## src/rtl/ptmo_ram.sv

```systemverilog
// ----------------------------------------------------------------------------
// ptmo_ram
// Single-port-write, registered-read memory.
// ----------------------------------------------------------------------------
module ptmo_ram #(
    parameter int Width = 8,
    parameter int Depth = 256
) (
    input  logic                     i_clk,
    input  logic                     i_we,
    input  logic [$clog2(Depth)-1:0] i_waddr,
    input  logic [Width-1:0]         i_wdata,
    input  logic [$clog2(Depth)-1:0] i_raddr,
    output logic [Width-1:0]         o_rdata
);
    logic [Width-1:0] r_mem [Depth];

    always_ff @(posedge i_clk) begin
        if (i_we) begin
            r_mem[i_waddr] <= i_wdata;
        end
        o_rdata <= r_mem[i_raddr];
    end
endmodule

```

## config.mk

```make
export PLATFORM = sky130hd
export DESIGN_NAME = ptmo_ram
export DESIGN_NICKNAME = d
export VERILOG_FILES = /design/src/rtl/ptmo_ram.sv
export SDC_FILE = /design/constraint.sdc
export NUM_CORES = 2
export LEC_CHECK = 0
export ABC_AREA = 1
export BUFFER_PORTS_ARGS = -buffer_cell sky130_fd_sc_hd__buf_4
export CAP_MARGIN = 15
export CORE_ASPECT_RATIO = 0.6
export CORE_MARGIN = 2
export CORE_UTILIZATION = 45
export DETAILED_ROUTE_END_ITERATION = 16
export HOLD_SLACK_MARGIN = 0.15
export PLACE_DENSITY_LB_ADDON = 0.05
export SLEW_MARGIN = 20
export SYNTH_ARGS = -nofsm -noshare
export SYNTH_HDL_FRONTEND = slang
export SYNTH_SLANG_ARGS = --single-unit
```

## constraint.sdc

```tcl
create_clock -name i_clk -period 2.6 [get_ports i_clk]
set_input_delay 0.78 -clock i_clk [delete_from_list [all_inputs] [get_ports i_clk]]
set_output_delay 0.78 -clock i_clk [all_outputs]
set_load 0.01 [all_outputs]
```

Yosys cells after proc, flatten, opt, wreduce, memory -nomap -nowiden --
Memory sizes are Yosys's and may differ from the RTL's. A register that Yosys moved wholly into a read port is not among the register bits. Cells that the tools add are included. W data, S select, Z words.
Word-level totals: bits in registers 0, RAM bits 2048, input bits 26, output and inout port bits 8, logic and storage cells 3, memories 1
Operators by class: muxes and demuxes 2
Memories:
- r_mem | depth 256, width 8, rd ports 1, clocked after memory_dff 1, wr ports 1, RTL line 16 | logic [Width-1:0] r_mem [Depth];
Operators with widths (count):
- $mux W1 | 2

Logic depth before layout (Yosys ltp) --
depth after elaboration 2, mapped depth 15, depth with buffers taken out 11

Least setup slack after synthesis --
OpenSTA, ideal clock, no wires.
path type input to register, start point input i_we, end point memory r_mem[162][0] (enable), library setup time 0.370 ns, data arrival time 1.901 ns, data required time 2.230 ns, slack 0.329 ns, stages 4, buffers on the path 2, path through clkbuf_1 nand3_1 clkbuf_1 nor2_1
Between the ends: longest elaborated chain between the ends 2
RTL lines:
- from (decl) | RTL line 10 | input logic i_we,
- $mux W1 | RTL line 19 | if (i_we) begin
- $mux W1 (not written as such) | RTL line 20 | r_mem[i_waddr] <= i_wdata;
- to (decl) | RTL line 16
No other way between the ends.

==> impl_metrics.json <==
{
  "status": "complete, but fails checks",
  "violations": "negative setup slack",
  "pwr-share-comb": 0.074,
  "drive_gt1_frac": 0.1425,
  "pwr-share-seq": 0.523,
  "synth_cell_types": 14,
  "synth_fp_nets": 7029,
  "root_buffer": "clkbuf_16",
  "viasPerCell": 5.655,
  "clock_skew_ps": 25.51,
  "areaGrowthSynthToFinish_pct": 17.87,
  "multiInputGateArea_um2": 19190,
  "path_clk_slew_ps": 60,
  "cts_resized": 0,
  "slew_headroom": 0.5469,
  "dr.pass1.iters": 6,
  "pre_cts_ws_ps": -848.9,
  "synth_area_leaders": "edfxtp_1 (74%), nand3_1 (12%), nand2_1 (9.6%), buf_2 (1.6%), nor2_1 (1.3%)",
  "n_fill_cell": 15920,
  "ys_seq_elements": 2056,
  "yosysWarnings": 0,
  "path_max_fanout": 34,
  "ir_worst_vdd_mv": 0.5891,
  "power.leakage_nw": 35.38,
  "ys_seq_area_frac": 0.7394,
  "ios": 34,
  "cts_hold_buf": 0,
  "swShare": 0.2305,
  "period_minus_slack_ps": 2636,
  "holdCritPathClass": "input pin to flip-flop",
  "synthCells": 7003,
  "clock-sinks": 2056,
  "setup_viol": 1,
  "drt-wirelength-per-cell_um": 26.23,
  "antenna_found_initial": 7,
  "hold_violations": 0,
  "layout_common_cells": "nand2_1 (2109), edfxtp_1 (2048), nand3_1 (2015), buf_4 (656), nor2_1 (283)",
  "power_frac_clock": 0.403,
  "rsz0062_at_grt": "false",
  "wirelength_um": 266700,
  "cts_buffers": 197,
  "fmax_mhz": 379.4,
  "netlist_area_um2": 83400,
  "drc": 0,
  "p_per_area_nw_per_um2": 710.7,
  "sequential_cell_area_um2": 61660,
  "worstMarginPinSlew_ps": 679.0,
  "die_x_um": 559.8,
  "die-area_um2": 188900,
  "numPortBuffers": 33,
  "dpl.hpwl_um": 172100,
  "final_common_cell": "nand2_1",
  "min_period_over_period": 1.014,
  "internal-power_mw": 53.76,
  "crit_type": "input pin to flip-flop",
  "fin_area_um2": 98300,
  "finalNetCount": 7562,
  "synth_top_cell_area_share": 0.7374,
  "clock_latency_ps": 850,
  "overflow": 0,
  "cap_violations": 0,
  "postCtsSetupBuffers": 0,
  "yosys.area.top_type": "edfxtp_1",
  "switchingPower_mw": 16.10,
  "fin_ws_ps": -36.00,
  "rows": 122,
  "synth.avg_cell_area_um2": 11.91,
  "via_count": 57490,
  "clockBufferDepth": 4,
  "fp.dieH_um": 337.5,
  "postRouteAntennaNets": 0,
  "arrival_ps": 3410,
  "gr-usage-all-layers": 0.2799,
  "design.core.area_um2": 184200,
  "cp-start-kind": "input pin",
  "h-tree-depth": 4,
  "grt_max_degree": 69,
  "crit_path_end_kind": "flip-flop",
  "first_global_vias": 53440,
  "grt_pass1_wl_um": 385200,
  "start_util": 0.4526,
  "place_congestion": 0.9245,
  "worstPathRequired_ps": 3380,
  "cts_tree": "built",
  "postPlaceCellArea_um2": 92200,
  "slew_viol_final": 0,
  "drtIter0Drc": 7829
}
[stage by stage]
stage                     utilization  std cells  hold slack (ps)  power [mW]  setup TNS, ps
after floorplan                     -       7003            835.5       39.52              0
after global placement         0.5004       9817             1002       42.39          -8286
after detailed placement       0.5004       9817             1004       42.40          -7533
after CTS                      0.5334      10160            246.7       70.22              0
after global routing           0.5335      10160            255.7       71.92              0
final                          0.5335      10170            297.8       69.87         -36.00
[worst paths after layout]
check           startpoint       endpoint  slack, ps  cells after the start
max             i_raddr[0]     o_rdata[1]        -40                     15
min             i_wdata[4]  r_mem[128][4]        300                      1
max reg2reg  r_mem[227][3]     o_rdata[3]        500                     10
min reg2reg    r_mem[8][5]     o_rdata[5]       1000                     10
[synth_stat cells (all sizes together)]
master,n
nand2,2123
buf,371
nor2,283
clkbuf,112
nand3,2019
dfxtp,8
inv,39
edfxtp,2048
[power by group through the flow]
| stage | clock network (mW) | logic [mW] | registers, mW |
|---|---|---|---|
| after floorplan | 0 | 2.25 | 37.3 |
| after global placement | 0 | 5.11 | 37.3 |
| final | 28.1 | 5.17 | 36.6 |
| after detailed placement | 0 | 5.12 | 37.3 |
| after CTS | 28.5 | 5.13 | 36.6 |
| after global routing | 29.8 | 5.54 | 36.5 |
[metal layers]
| metal | up-vias | GRT usage | routed length (µm) |
|---|---|---|---|
| met2 | 2589 | 0.3793 | 107300 |
| met5 | - | 0 | 0 |
| met4 | 0 | 0.05569 | 5338 |
| met1 | 28670 | 0.4534 | 126200 |
| li1 | 25950 | - | - |
| met3 | 288 | 0.06387 | 27860 |
[sequential cells by signal, summed over array words and instances, names as in the netlist]
register / count
r_mem: 2048
o_rdata: 8
[cell families (layout without fill, tap and decap cells)]
| kind of cell | Yosys count | after routing | share of synthesized area |
|---|---|---|---|
| simple gates | 4425 | 4425 | 0.2295 |
| flops | 2056 | 2056 | 0.7394 |
| buf+inv | 522 | 1201 | 0.03119 |
| other cells | 0 | 4 | 0 |
[final cells by class]
cell class                 instances  area share
antenna                            4   0.0001018
clock buffer                     252     0.05342
clock inverter                    93    0.008363
inverter                          39    0.001833
multi-input combinational       4425      0.1952
sequential                      2056      0.6273
tap                             2480     0.03157
timing repair buffer             817     0.08224
[worst max-delay path, stage by stage]
cell     delay, ps
buf_8          150
inv_16         170
buf_12         200
buf_12         220
buf_4          210
nand2_1         60
nand3_1         70
nand3_1        220
nand3_1        170
nand3_1        270
nand3_2        240
nand3_1        170
nand2_1        170
nand2_1        130
nand2_1         90
No activity file was read; power rests on OpenSTA's default activity.
